**config.mk**
```make
export PLATFORM = sky130hd
export DESIGN_NAME = serial_escape_stream_parser
export DESIGN_NICKNAME = d
export VERILOG_FILES = /design/src/rtl/sesp_pkg.sv /design/src/rtl/serial_escape_stream_parser.sv /design/src/rtl/sesp_regs.sv /design/src/rtl/sesp_parser.sv /design/src/rtl/sesp_out.sv
export VERILOG_INCLUDE_DIRS = /design/src /design/src/rtl
export SDC_FILE = /design/constraint.sdc
export NUM_CORES = 1
export LEC_CHECK = 0
export BUFFER_PORTS_ARGS = -buffer_cell sky130_fd_sc_hd__buf_4
export CORE_UTILIZATION = 56
export DETAILED_ROUTE_END_ITERATION = 10
export PLACE_DENSITY = 0.79
export SYNTH_ARGS = -nofsm -noshare
export SYNTH_HDL_FRONTEND = slang
export SYNTH_SLANG_ARGS = --single-unit
```
**constraint.sdc**
```tcl
create_clock -name clk -period 17.47 [get_ports clk]
set_input_delay 1.747 -clock clk [delete_from_list [all_inputs] [get_ports clk]]
set_output_delay 1.747 -clock clk [all_outputs]
set_load 0.01 [all_outputs]
```
**src/rtl/serial_escape_stream_parser_defines.svh**
```systemverilog
// ----------------------------------------------------------------------------
// Serial escape stream parser: assertion macros
// Shared property macros used by the parser modules.
// ----------------------------------------------------------------------------
`ifndef SERIAL_ESCAPE_STREAM_PARSER_DEFINES_SVH
`define SERIAL_ESCAPE_STREAM_PARSER_DEFINES_SVH

// The consequent must hold in the same cycle as the antecedent.
`define SESP_ASSERT_NOW(label, clk, rst, ante, cons, msg) \
  label: assert property (@(posedge clk) disable iff (rst) (ante) |-> (cons)) \
    else $error(msg);

// The consequent must hold in the cycle after the antecedent.
`define SESP_ASSERT_NEXT(label, clk, rst, ante, cons, msg) \
  label: assert property (@(posedge clk) disable iff (rst) (ante) |=> (cons)) \
    else $error(msg);

`endif

```
**src/rtl/sesp_pkg.sv**
```systemverilog
// ----------------------------------------------------------------------------
// Serial escape stream parser package
// Types, escape codes and register indexes shared by the parser modules.
// ----------------------------------------------------------------------------
package sesp_pkg;

  // Parser phase.
  typedef enum logic [1:0] {
    PH_NORMAL  = 2'd0,
    PH_CODE    = 2'd1,
    PH_COLLECT = 2'd2
  } phase_t;

  // Result kinds.
  typedef enum logic [2:0] {
    KIND_DATA  = 3'd0,
    KIND_BREAK = 3'd1,
    KIND_LSR   = 3'd2,
    KIND_MSR   = 3'd3,
    KIND_BAUD  = 3'd4,
    KIND_LCTL  = 3'd5
  } kind_t;

  // Escape sequence codes.
  localparam logic [7:0] CODE_ESC      = 8'd0;
  localparam logic [7:0] CODE_LSR_DATA = 8'd1;
  localparam logic [7:0] CODE_LSR_ONLY = 8'd2;
  localparam logic [7:0] CODE_MST      = 8'd3;
  localparam logic [7:0] CODE_BAUD     = 8'd16;
  localparam logic [7:0] CODE_LCTL     = 8'd17;

  // Bit of the line status byte that flags a break.
  localparam int unsigned BREAK_POS = 4;

  // Register indexes (byte address divided by four).
  localparam logic [2:0] REG_ESCAPE_CHAR   = 3'd0;
  localparam logic [2:0] REG_PARSE_ENABLE  = 3'd1;
  localparam logic [2:0] REG_LSR_MASK      = 3'd2;
  localparam logic [2:0] REG_MSR_MASK      = 3'd3;
  localparam logic [2:0] REG_REPORT_BREAK  = 3'd4;
  localparam logic [2:0] REG_REPORT_BAUD   = 3'd5;
  localparam logic [2:0] REG_REPORT_LCTL   = 3'd6;

  localparam int unsigned MAX_RESULTS = 3;

  typedef struct packed {
    logic [7:0] escape_char;
    logic       parse_enable;
    logic [7:0] line_status_mask;
    logic [7:0] modem_status_mask;
    logic       report_break;
    logic       report_baud;
    logic       report_line_control;
  } cfg_t;

  typedef struct packed {
    kind_t       kind;
    logic [31:0] value;
    logic [7:0]  mask;
  } result_t;

  // All results caused by one input byte, in delivery order.
  typedef struct packed {
    logic [1:0]                    count;
    result_t [MAX_RESULTS-1:0]     res;
  } result_set_t;

endpackage

```
**src/rtl/serial_escape_stream_parser.sv**
```systemverilog
// ----------------------------------------------------------------------------
// Serial escape stream parser
// Parses an escaped serial receive stream into data bytes and status events.
// ----------------------------------------------------------------------------
// Input beats (in_valid/in_ready) carry one received byte each. Output beats
// (out_valid/out_ready) carry one result: kind, value, mask, and last, which
// marks the final result caused by an input byte. A byte may cause zero to
// three results. Configuration is written through the APB-style port while
// the stream is idle.
// A byte accepted into the input register has its first result on the output
// in the cycle after, when the result register is free. Throughput: one byte
// per cycle while each byte causes at most one result and out_ready is high; a
// byte with several results holds the parser until the single result register,
// which delivers one beat per cycle while out_ready is high, has sent them all.
// Reset clears the parse state and loads the register defaults; no clearing
// pass is needed. When the receiver stalls, the pending result holds, bytes
// without results keep flowing, and in_ready drops once a byte that causes
// results waits in the input register.
// ----------------------------------------------------------------------------
module serial_escape_stream_parser
  import sesp_pkg::*;
#(
  parameter int unsigned BAUD_BYTES = 4
) (
  input  logic        clk,
  input  logic        rst,
  // APB-style configuration port
  input  logic        psel,
  input  logic        penable,
  input  logic        pwrite,
  input  logic [4:0]  paddr,
  input  logic [31:0] pwdata,
  output logic [31:0] prdata,
  output logic        pready,
  // Byte input
  input  logic        in_valid,
  output logic        in_ready,
  input  logic [7:0]  in_byte,
  // Result output
  output logic        out_valid,
  input  logic        out_ready,
  output logic [2:0]  kind,
  output logic [31:0] value,
  output logic [7:0]  mask,
  output logic        last
);

  cfg_t        cfg;
  result_set_t res_set;
  logic        inreg_valid;
  logic [7:0]  inreg_byte;
  logic        set_free;
  logic        take;
  logic        load;

  sesp_regs u_regs (
    .clk     (clk),
    .rst     (rst),
    .psel    (psel),
    .penable (penable),
    .pwrite  (pwrite),
    .paddr   (paddr),
    .pwdata  (pwdata),
    .prdata  (prdata),
    .pready  (pready),
    .cfg     (cfg)
  );

  // A byte is parsed when its results have room in the output stage.
  assign take     = inreg_valid && ((res_set.count == 2'd0) || set_free);
  assign load     = take && (res_set.count != 2'd0);
  assign in_ready = !inreg_valid || take;

  // Input register.
  always_ff @(posedge clk) begin
    if (rst) begin
      inreg_valid <= 1'b0;
    end else if (in_valid && in_ready) begin
      inreg_valid <= 1'b1;
    end else if (take) begin
      inreg_valid <= 1'b0;
    end
  end

  always_ff @(posedge clk) begin
    if (in_valid && in_ready) begin
      inreg_byte <= in_byte;
    end
  end

  sesp_parser #(
    .BAUD_BYTES (BAUD_BYTES)
  ) u_parser (
    .clk     (clk),
    .rst     (rst),
    .cfg     (cfg),
    .step    (take),
    .ch      (inreg_byte),
    .res_set (res_set)
  );

  sesp_out u_out (
    .clk       (clk),
    .rst       (rst),
    .load      (load),
    .set_in    (res_set),
    .free      (set_free),
    .out_valid (out_valid),
    .out_ready (out_ready),
    .kind      (kind),
    .value     (value),
    .mask      (mask),
    .last      (last)
  );

endmodule

```
**src/rtl/sesp_regs.sv**
```systemverilog
// ----------------------------------------------------------------------------
// Configuration registers
// APB-style register file holding the escape character, enables and masks.
// ----------------------------------------------------------------------------
module sesp_regs
  import sesp_pkg::*;
(
  input  logic        clk,
  input  logic        rst,
  input  logic        psel,
  input  logic        penable,
  input  logic        pwrite,
  input  logic [4:0]  paddr,
  input  logic [31:0] pwdata,
  output logic [31:0] prdata,
  output logic        pready,
  output cfg_t        cfg
);

  logic       wr_en;
  logic [2:0] reg_idx;

  assign pready  = 1'b1;
  assign wr_en   = psel && penable && pwrite && pready;
  assign reg_idx = paddr[4:2];

  // Register writes; unknown indexes are ignored.
  always_ff @(posedge clk) begin
    if (rst) begin
      cfg.escape_char         <= 8'hFF;
      cfg.parse_enable        <= 1'b1;
      cfg.line_status_mask    <= 8'h00;
      cfg.modem_status_mask   <= 8'h00;
      cfg.report_break        <= 1'b0;
      cfg.report_baud         <= 1'b0;
      cfg.report_line_control <= 1'b0;
    end else if (wr_en) begin
      case (reg_idx)
        REG_ESCAPE_CHAR:  cfg.escape_char         <= pwdata[7:0];
        REG_PARSE_ENABLE: cfg.parse_enable        <= pwdata[0];
        REG_LSR_MASK:     cfg.line_status_mask    <= pwdata[7:0];
        REG_MSR_MASK:     cfg.modem_status_mask   <= pwdata[7:0];
        REG_REPORT_BREAK: cfg.report_break        <= pwdata[0];
        REG_REPORT_BAUD:  cfg.report_baud         <= pwdata[0];
        REG_REPORT_LCTL:  cfg.report_line_control <= pwdata[0];
        default: ;
      endcase
    end
  end

  // Read back.
  always_comb begin
    case (reg_idx)
      REG_ESCAPE_CHAR:  prdata = {24'd0, cfg.escape_char};
      REG_PARSE_ENABLE: prdata = {31'd0, cfg.parse_enable};
      REG_LSR_MASK:     prdata = {24'd0, cfg.line_status_mask};
      REG_MSR_MASK:     prdata = {24'd0, cfg.modem_status_mask};
      REG_REPORT_BREAK: prdata = {31'd0, cfg.report_break};
      REG_REPORT_BAUD:  prdata = {31'd0, cfg.report_baud};
      REG_REPORT_LCTL:  prdata = {31'd0, cfg.report_line_control};
      default:          prdata = 32'd0;
    endcase
  end

endmodule

```
**src/rtl/sesp_parser.sv**
```systemverilog
// ----------------------------------------------------------------------------
// Escape sequence parser
// Holds the sequence state and turns one registered byte into its results.
// ----------------------------------------------------------------------------
`include "serial_escape_stream_parser_defines.svh"

module sesp_parser
  import sesp_pkg::*;
#(
  parameter int unsigned BAUD_BYTES = 4
) (
  input  logic        clk,
  input  logic        rst,
  input  cfg_t        cfg,
  input  logic        step,
  input  logic [7:0]  ch,
  output result_set_t res_set
);

  phase_t      phase;
  phase_t      phase_next;
  logic [7:0]  seq_code;
  logic [7:0]  seq_code_next;
  logic [2:0]  byte_index;
  logic [2:0]  byte_index_next;
  logic [31:0] collected;
  logic [31:0] collected_next;

  logic [1:0]  cnt;
  logic [7:0]  st;
  logic [31:0] baud_part;
  logic [31:0] lctl_part;
  logic [31:0] coll_new;
  logic        known_code;
  logic        baud_done;

  assign known_code = (ch == CODE_LSR_DATA) || (ch == CODE_LSR_ONLY) || (ch == CODE_MST) ||
                      (ch == CODE_BAUD) || (ch == CODE_LCTL);

  // Byte lanes of the multi-byte sequences.
  assign baud_part = (byte_index < 3'd4) ? ({24'd0, ch} << {byte_index[1:0], 3'b000}) : 32'd0;
  assign lctl_part = (byte_index < 3'd3) ? ({24'd0, ch} << {byte_index[1:0], 3'b000}) : 32'd0;
  assign baud_done = ({1'b0, byte_index} + 4'd1) >= 4'(BAUD_BYTES);

  // Next state and results for the byte at the input register.
  always_comb begin
    phase_next      = phase;
    seq_code_next   = seq_code;
    byte_index_next = byte_index;
    collected_next  = collected;
    res_set         = '0;
    cnt             = 2'd0;
    st              = (byte_index == 3'd0) ? ch : collected[7:0];
    coll_new        = 32'd0;

    if (!cfg.parse_enable) begin
      res_set.res[cnt] = '{KIND_DATA, {24'd0, ch}, 8'd0};
      cnt = cnt + 2'd1;
    end else begin
      case (phase)
        PH_NORMAL: begin
          if (ch == cfg.escape_char) begin
            phase_next = PH_CODE;
          end else begin
            res_set.res[cnt] = '{KIND_DATA, {24'd0, ch}, 8'd0};
            cnt = cnt + 2'd1;
          end
        end
        PH_CODE: begin
          byte_index_next = 3'd0;
          if (ch == CODE_ESC) begin
            res_set.res[cnt] = '{KIND_DATA, {24'd0, cfg.escape_char}, 8'd0};
            cnt = cnt + 2'd1;
            phase_next    = PH_NORMAL;
            seq_code_next = 8'd0;
          end else if (known_code) begin
            phase_next    = PH_COLLECT;
            seq_code_next = ch;
          end else begin
            phase_next    = PH_NORMAL;
            seq_code_next = 8'd0;
          end
        end
        PH_COLLECT: begin
          phase_next      = PH_NORMAL;
          seq_code_next   = 8'd0;
          byte_index_next = 3'd0;
          if ((seq_code == CODE_LSR_DATA) || (seq_code == CODE_LSR_ONLY)) begin
            if (byte_index == 3'd0) begin
              collected_next = {24'd0, ch};
            end
            if ((byte_index == 3'd0) && (seq_code == CODE_LSR_DATA)) begin
              // Status byte taken; the data byte follows.
              phase_next      = PH_COLLECT;
              seq_code_next   = seq_code;
              byte_index_next = 3'd1;
            end else begin
              if (cfg.report_break) begin
                res_set.res[cnt] = '{KIND_BREAK, {31'd0, st[BREAK_POS]}, 8'd0};
                cnt = cnt + 2'd1;
              end
              if ((st & cfg.line_status_mask) != 8'd0) begin
                res_set.res[cnt] = '{KIND_LSR, {24'd0, st}, cfg.line_status_mask};
                cnt = cnt + 2'd1;
              end
              // A zero data byte that goes with a break is dropped.
              if ((byte_index != 3'd0) && (!st[BREAK_POS] || (ch != 8'd0))) begin
                res_set.res[cnt] = '{KIND_DATA, {24'd0, ch}, 8'd0};
                cnt = cnt + 2'd1;
              end
            end
          end else if (seq_code == CODE_MST) begin
            if (cfg.modem_status_mask != 8'd0) begin
              res_set.res[cnt] = '{KIND_MSR, {24'd0, ch}, cfg.modem_status_mask};
              cnt = cnt + 2'd1;
            end
          end else if (seq_code == CODE_BAUD) begin
            coll_new       = (byte_index == 3'd0) ? baud_part : (collected | baud_part);
            collected_next = coll_new;
            if (baud_done) begin
              if (cfg.report_baud) begin
                res_set.res[cnt] = '{KIND_BAUD, coll_new, 8'd0};
                cnt = cnt + 2'd1;
              end
            end else begin
              phase_next      = PH_COLLECT;
              seq_code_next   = seq_code;
              byte_index_next = byte_index + 3'd1;
            end
          end else if (seq_code == CODE_LCTL) begin
            coll_new       = (byte_index == 3'd0) ? lctl_part : (collected | lctl_part);
            collected_next = coll_new;
            if (byte_index >= 3'd2) begin
              if (cfg.report_line_control) begin
                res_set.res[cnt] = '{KIND_LCTL, {8'd0, coll_new[23:0]}, 8'd0};
                cnt = cnt + 2'd1;
              end
            end else begin
              phase_next      = PH_COLLECT;
              seq_code_next   = seq_code;
              byte_index_next = byte_index + 3'd1;
            end
          end
        end
        default: begin
          phase_next      = PH_NORMAL;
          seq_code_next   = 8'd0;
          byte_index_next = 3'd0;
        end
      endcase
    end
    res_set.count = cnt;
  end

  // Sequence state.
  always_ff @(posedge clk) begin
    if (rst) begin
      phase      <= PH_NORMAL;
      seq_code   <= 8'd0;
      byte_index <= 3'd0;
    end else if (step) begin
      phase      <= phase_next;
      seq_code   <= seq_code_next;
      byte_index <= byte_index_next;
    end
  end

  // The collected bytes are always written before they are read.
  always_ff @(posedge clk) begin
    if (step) begin
      collected <= collected_next;
    end
  end

  `SESP_ASSERT_NOW(a_normal_clean, clk, rst, phase == PH_NORMAL,
    (seq_code == 8'd0) && (byte_index == 3'd0), "sequence state left over in normal phase")
  `SESP_ASSERT_NEXT(a_code_one_byte, clk, rst, step && cfg.parse_enable && (phase == PH_CODE),
    phase != PH_CODE, "code phase lasted more than one byte")
  `SESP_ASSERT_NEXT(a_bypass_keeps_state, clk, rst, step && !cfg.parse_enable,
    (phase == $past(phase)) && (byte_index == $past(byte_index)),
    "state changed while parsing was disabled")

endmodule

```
**src/rtl/sesp_out.sv**
```systemverilog
// ----------------------------------------------------------------------------
// Result output stage
// Registers the result set of one byte and hands its results out one beat
// at a time.
// ----------------------------------------------------------------------------
`include "serial_escape_stream_parser_defines.svh"

module sesp_out
  import sesp_pkg::*;
(
  input  logic        clk,
  input  logic        rst,
  input  logic        load,
  input  result_set_t set_in,
  output logic        free,
  output logic        out_valid,
  input  logic        out_ready,
  output logic [2:0]  kind,
  output logic [31:0] value,
  output logic [7:0]  mask,
  output logic        last
);

  result_set_t set_q;
  logic        set_valid;
  logic [1:0]  rd_idx;
  logic [1:0]  last_idx;
  logic        fire;
  logic        done;
  result_t     cur;

  assign last_idx  = set_q.count - 2'd1;
  assign cur       = set_q.res[rd_idx];
  assign out_valid = set_valid;
  assign kind      = cur.kind;
  assign value     = cur.value;
  assign mask      = cur.mask;
  assign last      = (rd_idx == last_idx);
  assign fire      = set_valid && out_ready;
  assign done      = fire && last;
  assign free      = !set_valid || done;

  // Result set payload.
  always_ff @(posedge clk) begin
    if (load) begin
      set_q <= set_in;
    end
  end

  // Beat sequencing over the stored results.
  always_ff @(posedge clk) begin
    if (rst) begin
      set_valid <= 1'b0;
      rd_idx    <= 2'd0;
    end else if (load) begin
      set_valid <= 1'b1;
      rd_idx    <= 2'd0;
    end else if (done) begin
      set_valid <= 1'b0;
      rd_idx    <= 2'd0;
    end else if (fire) begin
      rd_idx <= rd_idx + 2'd1;
    end
  end

  `SESP_ASSERT_NOW(a_idx_in_range, clk, rst, set_valid, rd_idx <= last_idx,
    "read index ran past the last result")
  `SESP_ASSERT_NOW(a_load_when_free, clk, rst, load, free && (set_in.count != 2'd0),
    "result set loaded over a pending one or empty")
  `SESP_ASSERT_NEXT(a_load_restarts, clk, rst, load, set_valid && (rd_idx == 2'd0),
    "new result set did not start at its first result")

endmodule

```
Word-level counts from Yosys, hierarchy flattened
Cells that the tools add are included.
Widths: inputs -> output; s select.
Operators by class
  add/sub/neg operators: 6
  order comparisons: 9
  eq/ne operators: 26
  shifts and indexed selects: 1
  muxes and demuxes: 102
  bitwise logic cells: 7
  reductions and logical operators: 49
Operator list (count)
  $mux 129: 6
  $mux 43: 16
  $mux 32: 9
  $bwmux 129: 2
  $demux 43 s2: 2
  $pmux 43 s3: 1
  $bmux 43 s2: 1
  $mux 8: 10
  $or 32x32->32: 2
  $pmux 8 s7: 1
  $mux 2: 27
  $mux 16: 3
  $mux 42: 1
  $mux 41: 1
  $eq 8x2->1 const B: 4
  $eq 8x5->1 const B: 4
  $shl 8x5->32: 1
  $pmux 8 s3: 1
  $reduce_bool 8->1: 3
  $mux 3: 6
  $eq 8x1->1 const B: 2
  $reduce_and 2->1: 7
  $mux 1: 12
  $pmux 2 s3: 2
  other kinds (36): 76
Storage, ports and cells
  flip-flop bits (word level): 216
  logic and storage cells: 226

Logic depth before layout (Yosys ltp)
Gate-level depths: netlist (run 1).
  depth in word-level cells: 24
  mapped depth: 19

Cells and area by module
Synthesis (run 1) repeated with hierarchy kept, for this count alone.
Second synthesis, totals
  cell total of the unflattened synthesis: 1050
  area total of the unflattened synthesis: 11360.9 um2
By module, submodules not included
  sesp_out: times used 1, cells an instance 296, area each 5009.8 um2
  sesp_parser: times used 1, cells an instance 552, area each 4372.9 um2
  sesp_regs: times used 1, cells an instance 184, area each 1664.1 um2
  serial_escape_stream_parser: times used 1, cells an instance 18, area each 314.1 um2

Worst setup path before layout (run 1)
Ideal clock, no wire load.
  path type: reg-to-reg
  from: reg u_parser.byte_index[0]
  to: reg u_parser.collected[0], enable pin
  arrival time: 8.220 ns
  required time: 16.875 ns
  slack: 8.655 ns
  cell stages (with the launch flop): 19
  cell sequence: dfxtp_1 -> inv_1 -> ha_1 -> nor2b_1 -> buf_2 -> nand2_1 -> a21boi_0 -> a2111oi_2 -> and2_1 -> inv_1 -> ha_1 -> nand3b_1 -> o31a_1 -> a2111oi_2 -> a2111o_1 -> o21bai_2 -> buf_6 -> nand2_1 -> a2111oi_0
RTL lines
  start: declaration: line sesp_parser.sv:24  | logic [2:0] byte_index;
  start signal: assignment: line sesp_parser.sv:164  | byte_index <= byte_index_next;
  end signal: assignment: line sesp_parser.sv:171  | collected <= collected_next;
  end: declaration: line sesp_parser.sv:26  | logic [31:0] collected;

==> impl_metrics.tcl, run 1 <==
set metrics [dict create \
    cts_tree "yes" \
    antenna_found_initial 0 \
    firstDrtPassIters 5 \
    drcViolationCount 0 \
    hp-start "u_parser.seq_code[3]$_SDFFE_PP0P_" \
    ctsHoldBuffers 0 \
    skew_ps 8.359 \
    cts.reportedPaths.clkPinSlew_ps 60 \
    ff2ff_setup_slack_ps 11060 \
    r2r_cells 15 \
    grt_max_degree 55 \
    drv_slew 0 \
    start_util 0.5803 \
    synthFlopType "edfxtp_1" \
    syn_to_final_growth_pct 13.96 \
    synth-edff-count 110 \
    post-cts-setup-buffers 0 \
    die_width_um 122.6 \
    hold-path-cell-count 1 \
    antennaDiodeCount 0 \
    cap_violations 0 \
    vias 6538 \
    cp-end-kind "primary output" \
    finalCritPeriodShare 0.4350 \
    total_leakage_power_nw 3.286 \
    syn_area_per_cell_um2 9.759 \
    syn_inst 835 \
    synth_cell_types 61 \
    synth_seq_area_share 0.5159 \
    grt_pass1_vias 5855 \
    final_common_cell "edfxtp_1" \
    max-clock-path-buffers 2 \
    post_cts_resized 0 \
    root_buffer "clkbuf_16" \
    hold_path.class "flip-flop to flip-flop" \
    hold_viol 0 \
    holdPathEnd "u_parser.seq_code[3]$_SDFFE_PP0P_" \
    pin_count 131 \
    tightest_slew_ps 1255 \
    gp_congestion 0.9619 \
    die_area_um2 15040 \
    rsz0062_at_grt "false" \
    rr_startpoint "u_parser.byte_index[0]$_SDFFE_PP0P_" \
    final_cell_mix "edfxtp_1, nand2_1, nor2_1, buf_4, mux2i_1" \
    status "complete, no violations" \
    ys.warnings.count 0 \
    powerDensity_nw_per_um2 88.91 \
    drtAntennaViolNets 0 \
    setup_violations 0 \
    regArea_um2 4204 \
    total_power_mw 0.8257 \
    ys_ff_latch 155 \
    wl_um 19640 \
    timing.fmax_mhz 131.6 \
    maxSlewHeadroom 0.1558 \
    die_h_um 122.6 \
    synthArstFlopShare 0 \
    core_region_area_um2 14040 \
    final_nets 948 \
    setup_tns_ps 0 \
    insertion_delay_ps 420 \
    dp_hpwl_um 13680 \
    drt_iter0_markers 757 \
    syn_area_um2 8149 \
    cts-buffers-inserted 17 \
    rr_endpoint "u_out.set_q[20]$_SDFFCE_PN0P_" \
    h-tree-depth 4 \
    ir_worst_vdd_mv 0.06249 \
    wl_per_cell_um 18.17 \
    viasPerCell 6.048 \
    fillCellCount 1110 \
    grt-ovfl-total 0 \
    crit_type "flip-flop to primary output" \
    grt_pass1_wl_um 31310 \
    multi_input_area_um2 3567 \
    required_ps 15720 \
    clock-sinks 155 \
    fin_crit_ps 7600 \
    grt_usage 0.2789 \
    rows 43 \
    drive_gt1_frac 0.1521 \
    cp-start-kind "flip-flop" \
    port_buffers 79 \
    worst-path-max-fanout 30 \
    worstPathArrival_ps 5850 \
]
==> per-stage QoR <==
stage	instances	hold slack (ps)	setup WS [ps]	area, µm²	utilization
final	1081	486.6	9870	9286	0.6613
after global routing	1081	514.1	9535	9286	0.6613
after CTS	1081	488.8	9992	9286	0.6613
after detailed placement	1049	481.6	10510	8740	0.6224
after global placement	1049	472.9	10590	8740	0.6224
after floorplan	858	460.2	8655	8235	-
==> state kept, by name, indices dropped and copies added, names as in the netlist <==
| register | count |
|---|---|
| inreg_byte | 8 |
| u_parser.seq_code | 8 |
| u_out.set_q | 70 |
| u_parser.collected | 32 |
| u_parser.byte_index | 3 |
| u_out.out_valid | 1 |
| inreg_valid | 1 |
| u_parser.phase | 2 |
| u_regs.cfg | 28 |
| u_out.rd_idx | 2 |
==> cell families after synthesis <==
family | share of synthesized area
AND/OR/NAND/NOR | 0.1964
flip-flops | 0.5159
multiplexers | 0.06525
adder cells (fa/ha/maj) | 0.01228
AO/OA/AOI/OAI | 0.1402
buffers and inverters | 0.05942
other | 0.0009216
XOR/XNOR | 0.009674
==> report_power, final <==
group	leakage, nW	switching [mW]	internal (mW)
clock network	0.267	0.141	0.199
registers	1.44	0.00955	0.404
logic	1.57	0.0414	0.0306
==> cell type report <==
cell class | count | area share
clock buffers | 21 | 0.04850
clock inverters | 11 | 0.01037
inverters | 20 | 0.008084
well taps | 180 | 0.02425
flip-flops and latches | 155 | 0.4527
multi-input cells | 605 | 0.3841
repair buffers | 89 | 0.07195
==> metal layers <==
layer / track usage / share of wire / vias to the layer above
met2: 0.4087 / 0.44 / 360
met1: 0.3900 / 0.44 / 3059
met3: 0.07528 / 0.091 / 50
li1: - / - / 3069
met4: 0.1151 / 0.028 / 0
met5: 0 / 0 / -
==> worst max-delay path: stages, from the launching register on <==
cell,delay [ps]
dfxtp_1,470
inv_1,140
ha_1,250
nand2b_1,710
buf_4,450
o21ai_0,180
a2111oi_2,670
and2_1,310
inv_1,110
ha_1,250
nand3b_1,110
o31a_1,150
a2111oi_2,90
a2111o_1,400
o21ai_0,710
nor2_1,200
inv_1,100
buf_4,120
==> cells in the mapped netlist, types with 3 or more instances <==
| library cell | number | area, µm² |
|---|---|---|
| buf_4 | 25 | 187.7 |
| inv_1 | 20 | 75.07 |
| a2111oi_2 | 3 | 45.04 |
| dfxtp_1 | 45 | 900.9 |
| nor3b_1 | 5 | 37.54 |
| mux2i_1 | 52 | 520.5 |
| nand3_1 | 18 | 90.09 |
| a2111oi_0 | 5 | 43.79 |
| a22oi_1 | 25 | 187.7 |
| and2_1 | 39 | 244.0 |
| nand4_1 | 5 | 31.28 |
| nor2b_1 | 11 | 68.82 |
| o211ai_1 | 13 | 97.59 |
| buf_2 | 6 | 30.03 |
| nor4_1 | 8 | 50.05 |
| clkbuf_1 | 37 | 138.9 |
| nor2_1 | 104 | 390.4 |
| or4_1 | 3 | 22.52 |
| buf_1 | 8 | 30.03 |
| nand2b_1 | 8 | 50.05 |
| nor3_1 | 23 | 115.1 |
| ha_1 | 8 | 100.1 |
| edfxtp_1 | 110 | 3303 |
| nand2_1 | 104 | 390.4 |
| o21a_1 | 4 | 30.03 |
| xor2_1 | 8 | 70.07 |
| a21oi_1 | 45 | 225.2 |
| o2111ai_1 | 7 | 61.31 |
| o21ai_0 | 38 | 190.2 |
| a21boi_0 | 6 | 45.04 |
==> worst max-delay path by stage <==
stage	start	endpoint	slack, ps	cells after the start
2_1_floorplan	u_parser.byte_index[0]$_SDFFE_PP0P_	u_parser.collected[0]$_DFFE_PP_	8650	18
3_3_place_gp	u_parser.byte_index[0]$_SDFFE_PP0P_	in_ready	10590	17
3_5_place_dp	u_parser.byte_index[0]$_SDFFE_PP0P_	in_ready	10510	17
4_1_cts	u_parser.byte_index[0]$_SDFFE_PP0P_	in_ready	9990	17
5_1_grt	u_parser.byte_index[0]$_SDFFE_PP0P_	in_ready	9530	17
6_report	u_parser.byte_index[0]$_SDFFE_PP0P_	in_ready	9870	17
Note: power is estimated with default switching activity, not from simulation.
==> inputs of run 2 (changes only) <==
Clock period 17.47 ns to 7 ns, I/O delays scaled along.
==> run 2 against run 1 <==
Against the previous run: non-clock buffer count shrank 1; clock power rose to 2.9 times the previous value; critical path depth grew 1; first-iteration DRC count increased by 2.8%; clock skew about the same; die area did not move; power rose to 2.7 times the previous value; combinational power increased by 150%; sequential share of layout area shrank 0.42 points; setup slack got worse by 9100 ps; sequential power grew 150%; largest power group unchanged.
==> impl_metrics.tcl, run 2 (synthesis results as in run 1) <==
set metrics [dict create \
    antennaDiodeCount 0 \
    largest-register "u_out.set_q" \
    hold-path-cell-count 1 \
    crit_type "flip-flop to primary output" \
    fin_crit_ps 6190 \
    post_cts_resized 0 \
    reg_top3 "u_out.set_q x70, u_parser.collected x32, u_regs.cfg x28" \
    port_buffers 79 \
    tightest_slew_ps 1229 \
    drtAntennaViolNets 0 \
    setup_tns_ps 0 \
    clock-sinks 155 \
    insertion_delay_ps 430 \
    die_h_um 122.6 \
    drv_slew 0 \
    start_util 0.5803 \
    final_nets 947 \
    whs_ps 443.7 \
    dp_hpwl_um 13950 \
    cts.reportedPaths.clkPinSlew_ps 60 \
    power_frac_seq 0.472 \
    h-tree-depth 4 \
    wl_um 20390 \
    internal_power_mw 1.703 \
    cp-end-kind "primary output" \
    switching_power_mw 0.4877 \
    worst-path-max-fanout 35 \
    ctsHoldBuffers 0 \
    switching_share 0.2227 \
    vias 6594 \
    largest_register_ff_count 70 \
    gp_congestion 0.9282 \
    skew_ps 8.789 \
    rows 43 \
    die_width_um 122.6 \
    cp-start-kind "flip-flop" \
    drt_iter0_markers 778 \
    grt-ovfl-total 0 \
    powerDensity_nw_per_um2 233.7 \
    total_leakage_power_nw 3.314 \
    power_frac_clock 0.446 \
    slowest_delay_ps 710 \
    firstDrtPassIters 6 \
    ir_worst_vdd_mv 0.1337 \
    viasPerCell 6.106 \
    grt_pass1_wl_um 31970 \
    die_area_um2 15040 \
    timing.fmax_mhz 161.6 \
    drcViolationCount 0 \
    cts_tree "yes" \
    root_buffer "clkbuf_16" \
    hold_path.class "input pin to flip-flop" \
    grt_max_degree 48 \
    drive_gt1_frac 0.1500 \
    worst_slack_ps 810.3 \
    grt_usage 0.2848 \
    wl_per_cell_um 18.88 \
    cts-buffers-inserted 17 \
    required_ps 6300 \
    status "complete, no violations" \
    max-clock-path-buffers 2 \
    syn_to_final_growth_pct 15.03 \
    pre_cts_ws_ps 1369 \
    finalCritPeriodShare 0.8842 \
    grt_pass1_vias 5862 \
    rsz0062_at_grt "false" \
    cap_violations 0 \
    final_cell_mix "edfxtp_1, nand2_1, nor2_1, buf_4, mux2i_1" \
    share_comb_of_total_power 0.082 \
    hold_viol 0 \
    core_region_area_um2 14040 \
    fillCellCount 1154 \
    final_common_cell "edfxtp_1" \
    setup_violations 0 \
    pin_count 131 \
    worstPathArrival_ps 5490 \
    post-cts-setup-buffers 0 \
    maxSlewHeadroom 0.1745 \
    path_cells "inv_1 -> ha_1 -> nand2b_1 -> buf_4 -> nand2_1 -> a21boi_0 -> a2111oi_2 -> and2_1 -> inv_1 -> ha_1 -> nand3b_1 -> o31a_1 -> a2111oi_2 -> a2111o_1 -> o21ai_0 -> nor2_1 -> inv_1 -> buf_4" \
    r2r_cells 17 \
    slowest_stage "o21ai_0" \
    cpMostUsedCell "inv_1" \
    antenna_found_initial 0 \
]
-- run 2: power by group through the flow --
stage                     logic (mW)  registers (mW)  clock network [mW]
after global placement         0.176            1.05                   0
after detailed placement       0.178            1.05                   0
after global routing           0.198            1.04                1.02
final                          0.179            1.03               0.978
after floorplan                0.123            1.04                   0
after CTS                      0.179            1.03               0.982
-- run 2: metal layers --
layer  vias up  part of all wire  track usage
met5         -                 0            0
met2       387              0.45       0.4178
met1      3103              0.43       0.4071
met3        51             0.094      0.05901
met4         0             0.029       0.1235
li1       3053                 -            -
-- run 2: final cells by class --
type / count / area, µm² / share of cell area
multi-input combinational: 605 / 3580 / 0.3819
clock inverter: 9 / 161.4 / 0.01722
tap: 180 / 225.2 / 0.02403
timing repair buffer: 88 / 660.6 / 0.07048
clock buffer: 23 / 467.9 / 0.04992
inverter: 20 / 75.07 / 0.008009
sequential: 155 / 4204 / 0.4485
-- run 2: path summary, 6_finish.rpt --
kind                                        from                                end  slack (ps)
max          u_parser.byte_index[0]$_SDFFE_PP0P_                           in_ready         810
min                                   in_byte[4]            inreg_byte[4]$_DFFE_PP_         440
max reg2reg  u_parser.byte_index[0]$_SDFFE_PP0P_            inreg_byte[2]$_DFFE_PP_        1200
min reg2reg    u_parser.seq_code[2]$_SDFFE_PP0P_  u_parser.seq_code[2]$_SDFFE_PP0P_         480
-- run 2: through the flow --
stage               utilization  instances  power (mW)  area (µm²)
finish                   0.6676       1080       2.190        9374
global route             0.6676       1080       2.258        9374
CTS                      0.6676       1080       2.193        9374
detailed placement       0.6227       1048       1.230        8745
global placement         0.6227       1048       1.226        8745
floorplan                     -        858       1.160        8245
-- run 2: worst max-delay path, delay by kind of cell (launching register included) --
kind,cells,cell delay (ps)
DFF,1,370
AOI/OAI and AO/OA,6,2100
buffers and inverters,5,930
and+or+nand+nor,5,1200
adders and majority gates,2,450
==> inputs of run 3 (changes only) <==
--- a/config.mk
+++ b/config.mk
@@ -9,5 +9,8 @@
 export BUFFER_PORTS_ARGS = -buffer_cell sky130_fd_sc_hd__buf_4
-export CORE_UTILIZATION = 56
+export CELL_PAD_IN_SITES_DETAIL_PLACEMENT = 1
+export CELL_PAD_IN_SITES_GLOBAL_PLACEMENT = 2
+export CORE_MARGIN = 2
+export CORE_UTILIZATION = 36
 export DETAILED_ROUTE_END_ITERATION = 10
-export PLACE_DENSITY = 0.79
+export PLACE_DENSITY_LB_ADDON = 0.1
 export SYNTH_ARGS = -nofsm -noshare
--- a/constraint.sdc
+++ b/constraint.sdc
@@ -3,2 +3,2 @@
 set_output_delay 0.7 -clock clk [all_outputs]
-set_load 0.01 [all_outputs]
+set_load 0.1 [all_outputs]
==> run 3 against run 2 <==
Against the previous run: clock skew up 1.0 ps; first-iteration DRC count shrank 48%; power increased by 7.0%.
==> impl_metrics.tcl, run 3 (synthesis results as in run 1) <==
set metrics [dict create \
    status "complete, no violations" \
    wl_per_cell_um 20.91 \
    gp_congestion 0.8703 \
    cts-buffers-inserted 17 \
    cts.reportedPaths.clkPinSlew_ps 70 \
    grt_pass1_wl_um 38830 \
    h-tree-depth 4 \
    ir_worst_vdd_mv 0.1707 \
    die_area_um2 23860 \
    max-clock-path-buffers 2 \
    drcViolationCount 0 \
    r2r_cells 17 \
    powerDensity_nw_per_um2 247.2 \
    grt_usage 0.2127 \
    largest_register_ff_count 70 \
    crit_type "flip-flop to primary output" \
    rsz0062_at_grt "false" \
    cap_violations 0 \
    vias 6533 \
    ff2ff_setup_slack_ps 1290 \
    die_width_um 154.5 \
    viasPerCell 5.485 \
    cp-start-kind "flip-flop" \
    drv_slew 0 \
    dpl_cell_area_um2 8914 \
    rows 55 \
    final_cell_mix "edfxtp_1, nand2_1, nor2_1, buf_4, mux2i_1" \
    timing.fmax_mhz 166.4 \
    reg_top3 "u_out.set_q x70, u_parser.collected x32, u_regs.cfg x28" \
    die_h_um 154.5 \
    setup_violations 0 \
    fin_crit_ps 6010 \
    hold_viol 0 \
    drt_iter0_markers 406 \
    drtAntennaViolNets 0 \
    wl_um 24900 \
    hold_path.class "input pin to flip-flop" \
    root_buffer "clkbuf_16" \
    maxSlewHeadroom 0.2339 \
    final_common_cell "edfxtp_1" \
    largest-register "u_out.set_q" \
    grt-ovfl-total 0 \
    worst-path-max-fanout 28 \
    fillCellCount 2558 \
    syn_to_final_growth_pct 16.29 \
    antenna_found_initial 0 \
    finalInstanceArea_um2 9477 \
    rr_endpoint "inreg_byte[1]$_DFFE_PP_" \
    finalCritPeriodShare 0.8585 \
    cts_tree "yes" \
    insertion_delay_ps 440 \
    total_leakage_power_nw 3.318 \
    dp_hpwl_um 17770 \
    grt_max_degree 72 \
    critPathCapture "in_ready" \
    ctsHoldBuffers 0 \
    clock-sinks 155 \
    core_region_area_um2 22430 \
    rr_startpoint "u_parser.byte_index[0]$_SDFFE_PP0P_" \
    pin_count 131 \
    post-cts-setup-buffers 0 \
    start_util 0.3632 \
    worstPathArrival_ps 5310 \
    final_nets 953 \
    post_cts_resized 0 \
    port_buffers 79 \
    required_ps 6300 \
    antennaDiodeCount 0 \
    critPathLaunch "u_parser.byte_index[0]$_SDFFE_PP0P_" \
    setup_tns_ps 0 \
    drive_gt1_frac 0.1589 \
    skew_ps 9.812 \
    grt_pass1_vias 6515 \
    firstDrtPassIters 5 \
    tightest_slew_ps 1140 \
    post-route-util 0.4224 \
    cp-end-kind "primary output" \
]
[run 3: cell count changes in the layout (fill, tap and decap cells not counted), sizes merged]
cell    delta
bufinv     -4
clkbuf     -4
buf        +5
inv        +9
[run 3: worst min-delay path by stage]
stage | startpoint | end | slack [ps] | depth (start not counted)
2_1_floorplan | u_parser.seq_code[4]$_SDFFE_PP0P_ | u_parser.seq_code[4]$_SDFFE_PP0P_ | 460 | 2
4_1_cts | in_byte[0] | inreg_byte[0]$_DFFE_PP_ | 420 | 1
6_report | in_byte[0] | inreg_byte[0]$_DFFE_PP_ | 440 | 1
5_1_grt | in_byte[4] | inreg_byte[4]$_DFFE_PP_ | 420 | 1
3_3_place_gp | u_parser.seq_code[4]$_SDFFE_PP0P_ | u_parser.seq_code[4]$_SDFFE_PP0P_ | 480 | 2
3_5_place_dp | u_parser.seq_code[3]$_SDFFE_PP0P_ | u_parser.seq_code[3]$_SDFFE_PP0P_ | 490 | 1
[run 3: layout make-up]
cell class                      count  area, µm²  share of cell area
Clock buffer                       18      429.2             0.04529
Tap cell                          285      356.6             0.03763
Timing Repair Buffer               94      705.7             0.07447
Inverter                           20      75.07            0.007922
Clock inverter                     14      126.4             0.01334
Multi-Input combinational cell    605       3580              0.3777
Sequential cell                   155       4204              0.4436
[run 3: routing by layer]
| metal | up-vias | global-route usage | share of wire |
|---|---|---|---|
| met3 | 24 | 0.03418 | 0.035 |
| met2 | 168 | 0.3442 | 0.48 |
| met1 | 3272 | 0.2932 | 0.47 |
| met5 | - | 0 | 0 |
| li1 | 3069 | - | - |
| met4 | 0 | 0.06746 | 0.018 |
[run 3: report_power, final]
group	switching (mW)	internal (mW)
logic	0.339	0.0780
registers	0.0267	1.01
clock network	0.421	0.470
total	0.787	1.56
[run 3: critical path: stages, from the launching register on]
cell and delay (ps):
dfxtp_1 370, inv_1 150, ha_1 230, nand2b_1 330
buf_4 370, nand2_1 130, a21boi_0 130, a2111oi_2 680
and2_1 310, inv_1 110, ha_1 240, nand3b_1 100
o31a_1 140, a2111oi_2 80, a2111o_1 400, o21ai_0 540
nor2_1 150, inv_1 80, buf_4 280
[run 3: stage by stage]
step / instances / setup WS, ps / hold WS, ps / total power [mW]
5_1_grt: 1191 / 543.7 / 415.2 / 2.415
3_5_place_dp: 1158 / 1347 / 485.3 / 1.475
3_3_place_gp: 1158 / 1549 / 477.5 / 1.468
6_report: 1191 / 990.4 / 435.6 / 2.343
2_1_floorplan: 858 / 1357 / 460.2 / 1.392
4_1_cts: 1190 / 1025 / 420.6 / 2.360
